**config.mk**
```make
export PLATFORM = sky130hd
export DESIGN_NAME = tile_quad_vertex_generator_core_flat
export DESIGN_NICKNAME = d
export VERILOG_FILES = /design/src/hdl/tqvg_pkg.sv /design/src/hdl/tqvg_if.sv /design/src/hdl/tqvg_div.sv /design/src/hdl/tile_quad_vertex_generator_core.sv /design/src/flat_wrapper.sv
export SDC_FILE = /design/constraint.sdc
export NUM_CORES = 1
export LEC_CHECK = 0
export BUFFER_PORTS_ARGS = -buffer_cell sky130_fd_sc_hd__buf_4
export CORE_MARGIN = 8
export CORE_UTILIZATION = 60
export CTS_BUF_LIST = sky130_fd_sc_hd__clkbuf_16
export DETAILED_ROUTE_END_ITERATION = 8
export GPL_TIMING_DRIVEN = 0
export MAX_ROUTING_LAYER = met4
export PLACE_DENSITY = 0.78
export SYNTH_ARGS = -nofsm -noshare
export SYNTH_HDL_FRONTEND = slang
export SYNTH_HIERARCHICAL = 1
export SYNTH_SLANG_ARGS = --single-unit
```
**constraint.sdc**
```tcl
create_clock -name clk -period 23.3 [get_ports clk]
set_clock_uncertainty 0.1 [all_clocks]
set_input_delay 1.165 -clock clk [delete_from_list [all_inputs] [get_ports clk]]
set_output_delay 1.165 -clock clk [all_outputs]
set_load 0.01 [all_outputs]
```
**src/hdl/tqvg_pkg.sv**
```systemverilog
`timescale 1ns / 1ps

package tqvg_pkg;

    // Texture coordinate format: unsigned, one integer bit
    localparam int TEX_FRAC_BITS = 16;
    localparam int TEX_W         = TEX_FRAC_BITS + 1;
    localparam int TEX_ONE       = 1 << TEX_FRAC_BITS;

    // Field and register widths
    localparam int TILE_W      = 16;
    localparam int QUO_W       = TILE_W - 1;
    localparam int POS_W       = 11;
    localparam int MAP_REG_W   = 11;
    localparam int ATLAS_REG_W = 9;
    localparam int STEP_W      = 17;
    localparam int PAD_W       = 16;
    localparam int CORNER_W    = 3;
    localparam int CFG_IDX_W   = 3;
    localparam int CFG_DATA_W  = 17;
    localparam int PROD_W      = QUO_W + STEP_W;
    localparam int SUM_W       = PROD_W + 3;

    localparam logic [STEP_W-1:0]   STEP_RESET  = STEP_W'(65536);
    localparam logic [CORNER_W-1:0] LAST_CORNER = CORNER_W'(5);

    typedef enum logic [CFG_IDX_W-1:0] {
        CFG_MAP_WIDTH     = 3'd0,
        CFG_MAP_HEIGHT    = 3'd1,
        CFG_ATLAS_COLUMNS = 3'd2,
        CFG_UV_STEP_X     = 3'd3,
        CFG_UV_STEP_Y     = 3'd4,
        CFG_PAD_X         = 3'd5,
        CFG_PAD_Y         = 3'd6
    } cfg_idx_t;

    typedef enum logic [2:0] {
        ST_IDLE,
        ST_DIV,
        ST_MUL_U,
        ST_MUL_V,
        ST_SAT_V,
        ST_EMIT
    } state_t;

    // Clamp a signed sum into 0 .. one
    function automatic logic [TEX_W-1:0] sat_tex(input logic signed [SUM_W-1:0] v);
        logic [TEX_W-1:0] r;
        if (v < 0)
            r = '0;
        else if (v > $signed(SUM_W'(TEX_ONE)))
            r = TEX_W'(TEX_ONE);
        else
            r = v[TEX_W-1:0];
        return r;
    endfunction

endpackage

```
**src/hdl/tqvg_if.sv**
```systemverilog
`timescale 1ns / 1ps

interface tqvg_tile_if;
    import tqvg_pkg::*;

    logic                     valid;
    logic                     ready;
    logic signed [TILE_W-1:0] tile_index;

    modport source (output valid, output tile_index, input ready);
    modport sink   (input valid, input tile_index, output ready);
endinterface

interface tqvg_vertex_if;
    import tqvg_pkg::*;

    logic                valid;
    logic                ready;
    logic [POS_W-1:0]    pos_x;
    logic [POS_W-1:0]    pos_y;
    logic [TEX_W-1:0]    tex_u;
    logic [TEX_W-1:0]    tex_v;
    logic [CORNER_W-1:0] corner;
    logic                last_of_quad;

    modport source (output valid, output pos_x, output pos_y, output tex_u, output tex_v,
                    output corner, output last_of_quad, input ready);
    modport sink   (input valid, input pos_x, input pos_y, input tex_u, input tex_v,
                    input corner, input last_of_quad, output ready);
endinterface

```
**src/hdl/tqvg_div.sv**
```systemverilog
`timescale 1ns / 1ps

// Restoring divider, one quotient bit per cycle.
module tqvg_div #(
    parameter int DIVISOR_W = 9
) (
    input  logic                           clk,
    input  logic                           rst_n,
    input  logic                           start,
    input  logic [tqvg_pkg::QUO_W-1:0]     dividend,
    input  logic [DIVISOR_W-1:0]           divisor,
    output logic                           done,
    output logic [tqvg_pkg::QUO_W-1:0]     quotient,
    output logic [DIVISOR_W-1:0]           remainder
);
    import tqvg_pkg::*;

    localparam int CNT_W = $clog2(QUO_W);
    localparam logic [CNT_W-1:0] LAST_STEP = CNT_W'(QUO_W - 1);

    logic                 busy_reg;
    logic                 done_reg;
    logic [CNT_W-1:0]     cnt_reg;
    logic [DIVISOR_W-1:0] rem_reg;
    logic [QUO_W-1:0]     quo_reg;

    logic [DIVISOR_W:0]   trial;
    logic [DIVISOR_W:0]   diff;
    logic                 fits;

    assign trial = {rem_reg, quo_reg[QUO_W-1]};
    assign diff  = trial - {1'b0, divisor};
    assign fits  = (trial >= {1'b0, divisor});

    always_ff @(posedge clk or negedge rst_n)
    begin
        if (!rst_n)
        begin
            busy_reg <= 1'b0;
            done_reg <= 1'b0;
            cnt_reg  <= '0;
        end
        else
        begin
            done_reg <= 1'b0;
            if (start)
            begin
                busy_reg <= 1'b1;
                cnt_reg  <= '0;
            end
            else if (busy_reg)
            begin
                cnt_reg <= cnt_reg + 1'b1;
                if (cnt_reg == LAST_STEP)
                begin
                    busy_reg <= 1'b0;
                    done_reg <= 1'b1;
                end
            end
        end
    end

    always_ff @(posedge clk)
    begin
        if (start)
        begin
            rem_reg <= '0;
            quo_reg <= dividend;
        end
        else if (busy_reg)
        begin
            rem_reg <= fits ? diff[DIVISOR_W-1:0] : trial[DIVISOR_W-1:0];
            quo_reg <= {quo_reg[QUO_W-2:0], fits};
        end
    end

    assign done      = done_reg;
    assign quotient  = quo_reg;
    assign remainder = rem_reg;

endmodule

```
**src/hdl/tile_quad_vertex_generator_core.sv**
```systemverilog
// Channel    Dir  Payload                                         Transaction
// tiles      in   tile_index                                      valid & ready
// vertices   out  pos_x pos_y tex_u tex_v corner last_of_quad     valid & ready
// wr_*       in   wr_index wr_data                                wr_en
//
// Empty cell (negative index): counters advance, no vertex.
// Tile: the bit-serial divider forms 15 quotient bits, one a cycle, then the
// shared multiplier and clamp run through MUL_U, MUL_V and SAT_V, then six
// vertices are emitted. A vertex held off stalls the emit state until taken.
// Reset clears the counters and loads the register defaults; tiles.ready is low
// from acceptance of a non-empty tile until its sixth vertex transaction.
`timescale 1ns / 1ps

module tile_quad_vertex_generator_core #(
    parameter int MAX_MAP_DIM       = 1024,
    parameter int MAX_ATLAS_COLUMNS = 256
) (
    input  logic                              clk,
    input  logic                              rst_n,
    input  logic                              wr_en,
    input  logic [tqvg_pkg::CFG_IDX_W-1:0]    wr_index,
    input  logic [tqvg_pkg::CFG_DATA_W-1:0]   wr_data,
    tqvg_tile_if.sink                         tiles,
    tqvg_vertex_if.source                     vertices
);
    import tqvg_pkg::*;

    localparam int CNT_W  = $clog2(MAX_MAP_DIM);
    localparam int CNT1_W = CNT_W + 1;
    localparam int DIM_W  = $clog2(MAX_MAP_DIM + 1);
    localparam int COLS_W = $clog2(MAX_ATLAS_COLUMNS + 1);

    localparam logic [5:0] CORNER_DX = 6'b101010;
    localparam logic [5:0] CORNER_DY = 6'b110100;

    // Configuration
    logic [MAP_REG_W-1:0]   map_width_reg;
    logic [MAP_REG_W-1:0]   map_height_reg;
    logic [ATLAS_REG_W-1:0] atlas_cols_reg;
    logic [STEP_W-1:0]      step_x_reg;
    logic [STEP_W-1:0]      step_y_reg;
    logic [PAD_W-1:0]       pad_x_reg;
    logic [PAD_W-1:0]       pad_y_reg;

    // Control
    state_t              state_reg, state_next;
    logic [CNT_W-1:0]    col_reg, col_next;
    logic [CNT_W-1:0]    row_reg, row_next;
    logic [CORNER_W-1:0] corner_reg, corner_next;

    // Payload
    logic [CNT_W-1:0]    x_reg;
    logic [CNT_W-1:0]    y_reg;
    logic [PROD_W-1:0]   prod_reg;
    logic [TEX_W-1:0]    tu0_reg, tu1_reg;
    logic [TEX_W-1:0]    tv0_reg, tv1_reg;

    logic [DIM_W-1:0]    map_w;
    logic [DIM_W-1:0]    map_h;
    logic [COLS_W-1:0]   cols;
    logic [CNT1_W-1:0]   col_inc;
    logic [CNT1_W-1:0]   row_inc;
    logic                in_acc;
    logic                out_acc;
    logic                is_empty;
    logic                div_start;
    logic                div_done;
    logic [QUO_W-1:0]    div_quo;
    logic [COLS_W-1:0]   div_rem;
    logic [QUO_W-1:0]    mul_a;
    logic [STEP_W-1:0]   mul_b;
    logic [PROD_W-1:0]   mul_prod;
    logic [STEP_W-1:0]   add_step;
    logic [PAD_W-1:0]    add_pad;
    logic signed [SUM_W-1:0] near_sum;
    logic signed [SUM_W-1:0] far_sum;

    assign in_acc   = tiles.valid && tiles.ready;
    assign out_acc  = vertices.valid && vertices.ready;
    assign is_empty = tiles.tile_index[TILE_W-1];

    // Size registers: zero reads as one, oversize reads as the maximum
    always_comb
    begin
        if (map_width_reg == '0)
            map_w = DIM_W'(1);
        else if (32'(map_width_reg) > MAX_MAP_DIM)
            map_w = DIM_W'(MAX_MAP_DIM);
        else
            map_w = DIM_W'(map_width_reg);

        if (map_height_reg == '0)
            map_h = DIM_W'(1);
        else if (32'(map_height_reg) > MAX_MAP_DIM)
            map_h = DIM_W'(MAX_MAP_DIM);
        else
            map_h = DIM_W'(map_height_reg);

        if (atlas_cols_reg == '0)
            cols = COLS_W'(1);
        else if (32'(atlas_cols_reg) > MAX_ATLAS_COLUMNS)
            cols = COLS_W'(MAX_ATLAS_COLUMNS);
        else
            cols = COLS_W'(atlas_cols_reg);
    end

    // Cell counters; a counter past a shrunk map wraps on its next advance
    always_comb
    begin
        col_inc  = {1'b0, col_reg} + 1'b1;
        row_inc  = {1'b0, row_reg} + 1'b1;
        col_next = col_reg;
        row_next = row_reg;
        if (in_acc)
        begin
            if (col_inc >= CNT1_W'(map_w))
            begin
                col_next = '0;
                if (row_inc >= CNT1_W'(map_h))
                    row_next = '0;
                else
                    row_next = row_inc[CNT_W-1:0];
            end
            else
            begin
                col_next = col_inc[CNT_W-1:0];
            end
        end
    end

    always_comb
    begin
        state_next  = state_reg;
        corner_next = corner_reg;
        div_start   = 1'b0;
        unique case (state_reg)
            ST_IDLE:
            begin
                if (in_acc && !is_empty)
                begin
                    div_start  = 1'b1;
                    state_next = ST_DIV;
                end
            end
            ST_DIV:
            begin
                if (div_done)
                    state_next = ST_MUL_U;
            end
            ST_MUL_U:
                state_next = ST_MUL_V;
            ST_MUL_V:
                state_next = ST_SAT_V;
            ST_SAT_V:
            begin
                corner_next = '0;
                state_next  = ST_EMIT;
            end
            ST_EMIT:
            begin
                if (out_acc)
                begin
                    corner_next = corner_reg + 1'b1;
                    if (corner_reg == LAST_CORNER)
                        state_next = ST_IDLE;
                end
            end
            default:
                state_next = ST_IDLE;
        endcase
    end

    always_ff @(posedge clk or negedge rst_n)
    begin
        if (!rst_n)
        begin
            state_reg      <= ST_IDLE;
            col_reg        <= '0;
            row_reg        <= '0;
            corner_reg     <= '0;
            map_width_reg  <= MAP_REG_W'(1);
            map_height_reg <= MAP_REG_W'(1);
            atlas_cols_reg <= ATLAS_REG_W'(1);
            step_x_reg     <= STEP_RESET;
            step_y_reg     <= STEP_RESET;
            pad_x_reg      <= '0;
            pad_y_reg      <= '0;
        end
        else
        begin
            state_reg  <= state_next;
            col_reg    <= col_next;
            row_reg    <= row_next;
            corner_reg <= corner_next;
            if (wr_en)
            begin
                unique case (cfg_idx_t'(wr_index))
                    CFG_MAP_WIDTH:     map_width_reg  <= wr_data[MAP_REG_W-1:0];
                    CFG_MAP_HEIGHT:    map_height_reg <= wr_data[MAP_REG_W-1:0];
                    CFG_ATLAS_COLUMNS: atlas_cols_reg <= wr_data[ATLAS_REG_W-1:0];
                    CFG_UV_STEP_X:     step_x_reg     <= wr_data[STEP_W-1:0];
                    CFG_UV_STEP_Y:     step_y_reg     <= wr_data[STEP_W-1:0];
                    CFG_PAD_X:         pad_x_reg      <= wr_data[PAD_W-1:0];
                    CFG_PAD_Y:         pad_y_reg      <= wr_data[PAD_W-1:0];
                    default:           ;
                endcase
            end
        end
    end

    tqvg_div #(
        .DIVISOR_W (COLS_W)
    ) u_div (
        .clk       (clk),
        .rst_n     (rst_n),
        .start     (div_start),
        .dividend  (tiles.tile_index[QUO_W-1:0]),
        .divisor   (cols),
        .done      (div_done),
        .quotient  (div_quo),
        .remainder (div_rem)
    );

    // Shared multiplier: atlas column by x step, then atlas row by y step
    assign mul_a    = (state_reg == ST_MUL_V) ? div_quo : QUO_W'(div_rem);
    assign mul_b    = (state_reg == ST_MUL_V) ? step_y_reg : step_x_reg;
    assign mul_prod = PROD_W'(mul_a) * PROD_W'(mul_b);

    // Shared inset adder: x terms while the y product forms, y terms after
    assign add_step = (state_reg == ST_SAT_V) ? step_y_reg : step_x_reg;
    assign add_pad  = (state_reg == ST_SAT_V) ? pad_y_reg : pad_x_reg;
    assign near_sum = $signed(SUM_W'(prod_reg)) + $signed(SUM_W'(add_pad));
    assign far_sum  = near_sum + $signed(SUM_W'(add_step))
                    - $signed(SUM_W'({add_pad, 1'b0}));

    always_ff @(posedge clk)
    begin
        if (in_acc)
        begin
            x_reg <= col_reg;
            y_reg <= row_reg;
        end
        if (state_reg == ST_MUL_U || state_reg == ST_MUL_V)
            prod_reg <= mul_prod;
        if (state_reg == ST_MUL_V)
        begin
            tu0_reg <= sat_tex(near_sum);
            tu1_reg <= sat_tex(far_sum);
        end
        if (state_reg == ST_SAT_V)
        begin
            tv0_reg <= sat_tex(near_sum);
            tv1_reg <= sat_tex(far_sum);
        end
    end

    assign tiles.ready           = (state_reg == ST_IDLE);
    assign vertices.valid        = (state_reg == ST_EMIT);
    assign vertices.pos_x        = POS_W'(CNT1_W'(x_reg) + CNT1_W'(CORNER_DX[corner_reg]));
    assign vertices.pos_y        = POS_W'(CNT1_W'(y_reg) + CNT1_W'(CORNER_DY[corner_reg]));
    assign vertices.tex_u        = CORNER_DX[corner_reg] ? tu1_reg : tu0_reg;
    assign vertices.tex_v        = CORNER_DY[corner_reg] ? tv1_reg : tv0_reg;
    assign vertices.corner       = corner_reg;
    assign vertices.last_of_quad = (corner_reg == LAST_CORNER);

endmodule

```
**src/flat_wrapper.sv**
```systemverilog
// flat-port wrapper written by rule: the top's interface ports become plain ports
module tile_quad_vertex_generator_core_flat import tqvg_pkg::*;
#(
    parameter int MAX_MAP_DIM       = 1024,
    parameter int MAX_ATLAS_COLUMNS = 256
)
  (clk, rst_n, wr_en, wr_index, wr_data, tiles_valid, tiles_tile_index, tiles_ready, vertices_valid, vertices_pos_x, vertices_pos_y, vertices_tex_u, vertices_tex_v, vertices_corner, vertices_last_of_quad, vertices_ready);
  tqvg_tile_if tiles_i ();
  tqvg_vertex_if vertices_i ();
  input  logic clk;
  input  logic rst_n;
  input  logic wr_en;
  input  logic [tqvg_pkg::CFG_IDX_W-1:0] wr_index;
  input  logic [tqvg_pkg::CFG_DATA_W-1:0] wr_data;
  input wire logic [$bits(tiles_i.valid)-1:0] tiles_valid;
  input wire logic [$bits(tiles_i.tile_index)-1:0] tiles_tile_index;
  output wire logic [$bits(tiles_i.ready)-1:0] tiles_ready;
  output wire logic [$bits(vertices_i.valid)-1:0] vertices_valid;
  output wire logic [$bits(vertices_i.pos_x)-1:0] vertices_pos_x;
  output wire logic [$bits(vertices_i.pos_y)-1:0] vertices_pos_y;
  output wire logic [$bits(vertices_i.tex_u)-1:0] vertices_tex_u;
  output wire logic [$bits(vertices_i.tex_v)-1:0] vertices_tex_v;
  output wire logic [$bits(vertices_i.corner)-1:0] vertices_corner;
  output wire logic [$bits(vertices_i.last_of_quad)-1:0] vertices_last_of_quad;
  input wire logic [$bits(vertices_i.ready)-1:0] vertices_ready;
  assign tiles_i.valid = tiles_valid;
  assign tiles_i.tile_index = tiles_tile_index;
  assign tiles_ready = tiles_i.ready;
  assign vertices_valid = vertices_i.valid;
  assign vertices_pos_x = vertices_i.pos_x;
  assign vertices_pos_y = vertices_i.pos_y;
  assign vertices_tex_u = vertices_i.tex_u;
  assign vertices_tex_v = vertices_i.tex_v;
  assign vertices_corner = vertices_i.corner;
  assign vertices_last_of_quad = vertices_i.last_of_quad;
  assign vertices_i.ready = vertices_ready;
  tile_quad_vertex_generator_core #(.MAX_MAP_DIM(MAX_MAP_DIM), .MAX_ATLAS_COLUMNS(MAX_ATLAS_COLUMNS)) u_core (.clk(clk), .rst_n(rst_n), .wr_en(wr_en), .wr_index(wr_index), .wr_data(wr_data), .tiles(tiles_i), .vertices(vertices_i));
endmodule
```
# After elaboration in Yosys (flattened, before gate mapping)
# Memory sizes are Yosys's and may differ from the RTL's.
# Index checks and enable logic that the tools add are counted.
# W data, S select, Z words.
[op_classes]
n_addsub = 10
mul = 1
div = 0
n_lt_le_gt_ge = 11
n_eq_ne = 17
shifts = 0
n_mux = 40
bitwise = 0
reduce_logical = 22
[ops]
columns = ["cell", "count"]
rows = [
  ["$mux W17", 8],
  ["$gt A35 B18 Y1 const B", 2],
  ["$lt A35 B1 Y1 const B", 2],
  ["$mux W15", 3],
  ["$mux W11", 4],
  ["$add A35 B18 Y35", 1],
  ["$sub A35 B18 Y35", 1],
  ["$add A32 B16 Y33", 1],
  ["$mul A15 B17 Y32", 1],
  ["$mux W9", 3],
  ["$add A10 B1 Y11", 2],
  ["$add A10 B1 Y11 const B", 2],
  ["$ge A11 B11 Y1", 2],
  ["$gt A11 B11 Y1 const B", 2],
  ["$logic_not A11 Y1", 2],
  ["$mux W10", 2],
  ["$eq A3 B3 Y1 const B", 6],
  ["$pmux W3 S6", 1],
  ["$reduce_and A2 Y1", 9],
  ["$mux W16", 1],
  ["$mux W3", 5],
  ["$eq A3 B2 Y1 const B", 4],
  ["$ge A10 B9 Y1", 1],
  ["$mux W1", 10],
  ["other kinds (17)", 26],
]
[totals]
ff_bits = 273
latch_bits = 0
ramBits = 0
rom_bits = 16
input_bits = 41
output_inout_bits = 62
wordCells = 126
n_memories = 2
[memory_table]
columns = ["name", "words", "width", "rd", "rd_clocked_by_memory_dff", "wr", "line_no", "rtl"]
rows = [
  ["(no name shown)", 8, 1, 1, 0, 0, "tile_quad_vertex_generator_core.sv:259", "assign vertices.pos_x = POS_W'(CNT1_W'(x_reg) + CNT1_W'(CORNER_DX[corner_reg]));"],
  ["(no name shown)", 8, 1, 1, 0, 0, "tile_quad_vertex_generator_core.sv:260", "assign vertices.pos_y = POS_W'(CNT1_W'(y_reg) + CNT1_W'(CORNER_DY[corner_reg]));"],
]

# Longest topological paths before layout
[depth]
ltp_word = 8
mapped_depth = 29
ltp_nobuf = 27

# Modules after synthesis
# The synthesis kept the hierarchy.
[modules_own_cells]
columns = ["module", "n_inst", "cells_per_inst", "area_per_inst_um2", "seq_area_each_um2"]
rows = [
  ["tile_quad_vertex_generator_core", 1, 2224, 22871.9, 6687.7],
  ["tqvg_div", 1, 170, 1813.0, 780.7],
]

# Worst setup path before layout
# Ideal clock, no wire load.
[synth_path]
kind = "register to register"
start = "reg u_core.state_reg[1]"
end = "reg u_core.prod_reg[31] (data pin)"
setup_time_ns = 0.264
t_arrival_ns = 9.072
t_required_ns = 22.936
path_slack_ns = 13.864
path_stages_with_launch = 25
path_buffers = 3
period_less_slack_ns = 9.436
path_cell_list = "dfrtp_1 nor2b_1 and2_1 clkbuf_1 clkbuf_1 clkbuf_1 nand3_1 fa_1 fa_1 inv_1 fa_1 inv_1 fa_1 inv_1 fa_1 fa_1 ha_1 a21oi_1 o21ai_0 nand3_1 nand3_1 a31oi_1 a2111oi_0 o31ai_1 xnor2_1"
[synth_via]
elab_chain_len = 3
elab_cells_between_ends = 4
classes_between = "1 x mul; 1 x eq/ne; 2 x mux"
[synth_lines]
columns = ["element", "line_no", "rtl"]
rows = [
  ["start: declaration", "tile_quad_vertex_generator_core.sv:46", "state_t state_reg, state_next;"],
  ["start signal: assignment", "tile_quad_vertex_generator_core.sv:191", "state_reg <= state_next;"],
  ["$eq A3 B2 Y1 (*)", "tile_quad_vertex_generator_core.sv:225, tile_quad_vertex_generator_core.sv:226", ""],
  ["$mux W15 / $mux W17 (equally long branches)", "tile_quad_vertex_generator_core.sv:225, tile_quad_vertex_generator_core.sv:226", ""],
  ["$mul A15 B17 Y32 (*)", "tile_quad_vertex_generator_core.sv:227", "assign mul_prod = PROD_W'(mul_a) * PROD_W'(mul_b);"],
  ["net u_core.mul_prod[31]", "tile_quad_vertex_generator_core.sv:72", "logic [PROD_W-1:0] mul_prod;"],
  ["end signal: assignment", "tile_quad_vertex_generator_core.sv:244", "prod_reg <= mul_prod;"],
  ["end: declaration", "tile_quad_vertex_generator_core.sv:54", "logic [PROD_W-1:0] prod_reg;"],
]
# Mark *: on every way through the listed nets, which the timed path passes. The rest lies on a longest branch.
# A chain may end at the register's enable or synchronous reset.

# Worst setup path after layout
# Same ends and word-level chain as after synthesis.

==> results by group <==
Logic synthesis
  – Post-synth EDFFs: ~140
  – Gate count of the mapped netlist: 2,394
  – Synth area leader: fa_1
  – Ys flop type: edfxtp_1
  – Synth top area cells: fa_1 17%, edfxtp_1 16%, dfrtp_1 13%
  – Seq cells post-synth: approximately 270
  – Register area share after synthesis: between 30 and 40%
  – Syn avg cell area: 10.31 sq um
  – Post-synth top area share: 17.11%
  – Netlist cell types: 86
  – Synth Net Count: 2,846
  – Synth warn: 6
  – Async SR Flop Fraction: 47.25%
  – Synthesized area: 0.02468 sq mm

Clock network
  – Hold_buf cts: 0
  – Resize count post-CTS: 0
  – Later-pin clock latency in the skew report: 0.56 ns
  – Clock root buffer: clkbuf_16
  – H-tree lvl count: 1
  – Postcts setup bufs: 0
  – TritonCTS Buffers: 29
  – CTS max path bufs: 3
  – CTS sink cnt: 273
  – Clk slew on worst S/H paths: approximately 0.06 ns
  – CTS tree: yes

Global route
  – Global-route wire length before repair: approximately 98 mm
  – Grt ovf: 0
  – Pin count of the biggest net entering global routing: 107
  – GRT Overall Usage: 25.97%
  – Vias in the first global route: 18,510
  – Initial antenna violation count: 0

Critical path
  – Crit path capture type: flop
  – Buf+Inv Stages, Crit Path: 6
  – WP data required: around 24 ns
  – Reg2Reg Depth: 26
  – CP max stage cell: a2111oi_0
  – Cell mode on critical path: fa_1
  – Worst path max stage delay: roughly 0.70 ns
  – R2R Path End: u_core/prod_reg[31]$_DFFE_PP_
  – Setup Crit Path Kind: reg -> reg
  – Reg-to-reg slack, setup: between 10 and 15 ns
  – Type of origin of the critical path: flop
  – RR Startpoint: u_core/state_reg[1]$_DFFE_PN0P_
  – Data arrival, critical path: about 9.6 ns
  – Top delay family on crit path: adder cells
  – Worst-path fanout max: 36

Drt
  – Vias: 18,330
  – WL final: about 61 mm
  – DRT iter0 DRCs: 1,607
  – 1st-pass router iterations: 5
  – DRC viols: 0
  – DRT antenna net count: 0
  – DR vias/cell: 5.945
  – Drt wl/cell: around 20 um

Floorplan
  – Die height: 218.8 um
  – Die Wd: 218.8 um
  – Core area: 0.04074 sq mm
  – FP Rows: 74
  – Initial Util: 60.59%
  – IO Pins: slightly above 100
  – Die Area: 0.04789 sq mm

Cells and area
  – Area of the multi-input gates: 0.01591 sq mm
  – Filler cells: 3,155
  – # nets final: 2,981
  – Proportion of layout cells with a drive suffix above 1: 15.13%
  – Reg area: 0.007468 sq mm
  – Max reg flops: 32
  – ANT cells: 0
  – Layout area overhead: 9.864%

STA
  – Final cycle utilization of the critical path: between 40 and 50%
  – Slew Limit Fails: 0
  – Setup ws final: 13.91 ns
  – Fin crit period: around 9.4 ns
  – Final TNS setup: 0 ns
  – FMAX: 106.5 MHz
  – RSZ-0062 raised after global routing: no
  – Worst-Margin Slew: between 1 and 1.5 ns
  – Final setup vio count: 0
  – Final Hold Fails: 0
  – Slew margin rel.: 11.23%

Job
  – Max-cap violation count: 0

Placement
  – Dpl hpwl: 48.62 mm
  – Number of buffers added on ports: 100
  – Worst slack, placed: 14.01 ns
  – RePlAce Congestion: 0.9339

Status
  – Status: complete, no violations

Worst hold path
  – Hold crit path type: in -> async
[area by class of cell]
cell class | instances | area share (%)
Sequential cell | 273 | 27.54
Tap cell | 532 | 2.454
Inverter | 260 | 3.599
Timing Repair Buffer | 104 | 3.105
Multi-Input combinational cell | 1776 | 58.67
Clock buffer | 30 | 2.768
Clock inverter | 24 | 0.5859
Buffer | 85 | 1.283
[synth_stat cells, drive strengths merged, types with 20 or more instances]
master / number
nor2b: 23
nand2b: 32
o21a: 20
fa: 211
nor3: 33
o21ai: 53
clkbuf: 78
xor2: 52
a21oi: 79
mux2: 188
edfxtp: 135
ha: 200
mux2i: 44
a21o: 37
dfrtp: 124
and2: 23
nor2: 144
and3: 72
xnor2: 59
inv: 260
nand3: 59
nand2: 251
[worst reg2reg max path, stage by stage, from the launching register on]
cell	delay, ns
dfrtp_1	0.46
nor2b_4	0.21
buf_12	0.22
and2_1	0.16
clkbuf_1	0.35
buf_1	0.62
mux2i_1	0.69
clkbuf_1	0.46
nor2_1	0.15
fa_1	0.63
fa_1	0.48
fa_1	0.52
inv_1	0.05
fa_1	0.47
fa_1	0.55
inv_1	0.05
fa_1	0.48
ha_1	0.37
o21a_1	0.15
nor2_1	0.05
a211oi_1	0.33
o2111ai_1	0.14
nand3_1	0.17
a31oi_1	0.17
a2111oi_0	0.71
o31ai_1	0.22
xnor2_1	0.17
[kinds of logic (layout without fill, tap and decap cells)]
family / count (synthesis) / count (layout) / synth area share [%]
simple gates: 713 / 713 / 14.12
buf+inv: 345 / 503 / 5.353
fa+ha+maj: 411 / 411 / 27.25
mux: 232 / 232 / 10.36
flops: 273 / 273 / 30.25
xor+xnor: 111 / 111 / 3.969
compound gates: 309 / 309 / 8.693
[how the worst max path moves through the flow]
stage                     slack, ns                       endpoint  cells past startpoint                            start
after floorplan               13.86  u_core/prod_reg[31]$_DFFE_PP_                     24  u_core/state_reg[1]$_DFFE_PN0P_
after global placement        11.26  u_core/prod_reg[31]$_DFFE_PP_                     24  u_core/state_reg[1]$_DFFE_PN0P_
after detailed placement      14.01  u_core/prod_reg[31]$_DFFE_PP_                     26  u_core/state_reg[1]$_DFFE_PN0P_
after CTS                     13.97  u_core/prod_reg[31]$_DFFE_PP_                     26  u_core/state_reg[1]$_DFFE_PN0P_
after global routing          13.31  u_core/prod_reg[31]$_DFFE_PP_                     28  u_core/state_reg[1]$_DFFE_PN0P_
final                         13.91  u_core/prod_reg[31]$_DFFE_PP_                     26  u_core/state_reg[1]$_DFFE_PN0P_
[stage by stage]
stage	utilization, %	area, sq um	hold WS (ns)	cells
5_1_grt	66.57	27120	0.3497	3084
3_5_place_dp	64.34	26210	0.3873	3030
2_1_floorplan	-	24680	0.3737	2394
4_1_cts	66.57	27120	0.3453	3084
3_3_place_gp	64.07	26100	0.3807	3026
6_report	66.57	27120	0.3500	3084
[layout by cell type, fill, tap and decap left out, drive strengths merged, types with 79 or more instances in the layout]
master and instances:
a21oi 79, buf 111, clkbuf 108, dfrtp 124, edfxtp 135, fa 211, ha 200, inv 269
mux2 188, nand2 251, nor2 144
[per-layer routing]
metal / vias to the layer above / part of all wire, % / GRT usage [%]
met1: 9065 / 43 / 35.00
met4: 0 / 2.4 / 6.206
li1: 8496 / - / -
met5: - / 0 / -
met3: 106 / 6.6 / 3.153
met2: 667 / 48 / 41.93
Power is left out: the tool's default activity adds up to more than one toggle a clock period on the data nets, which glitch-free logic cannot reach.
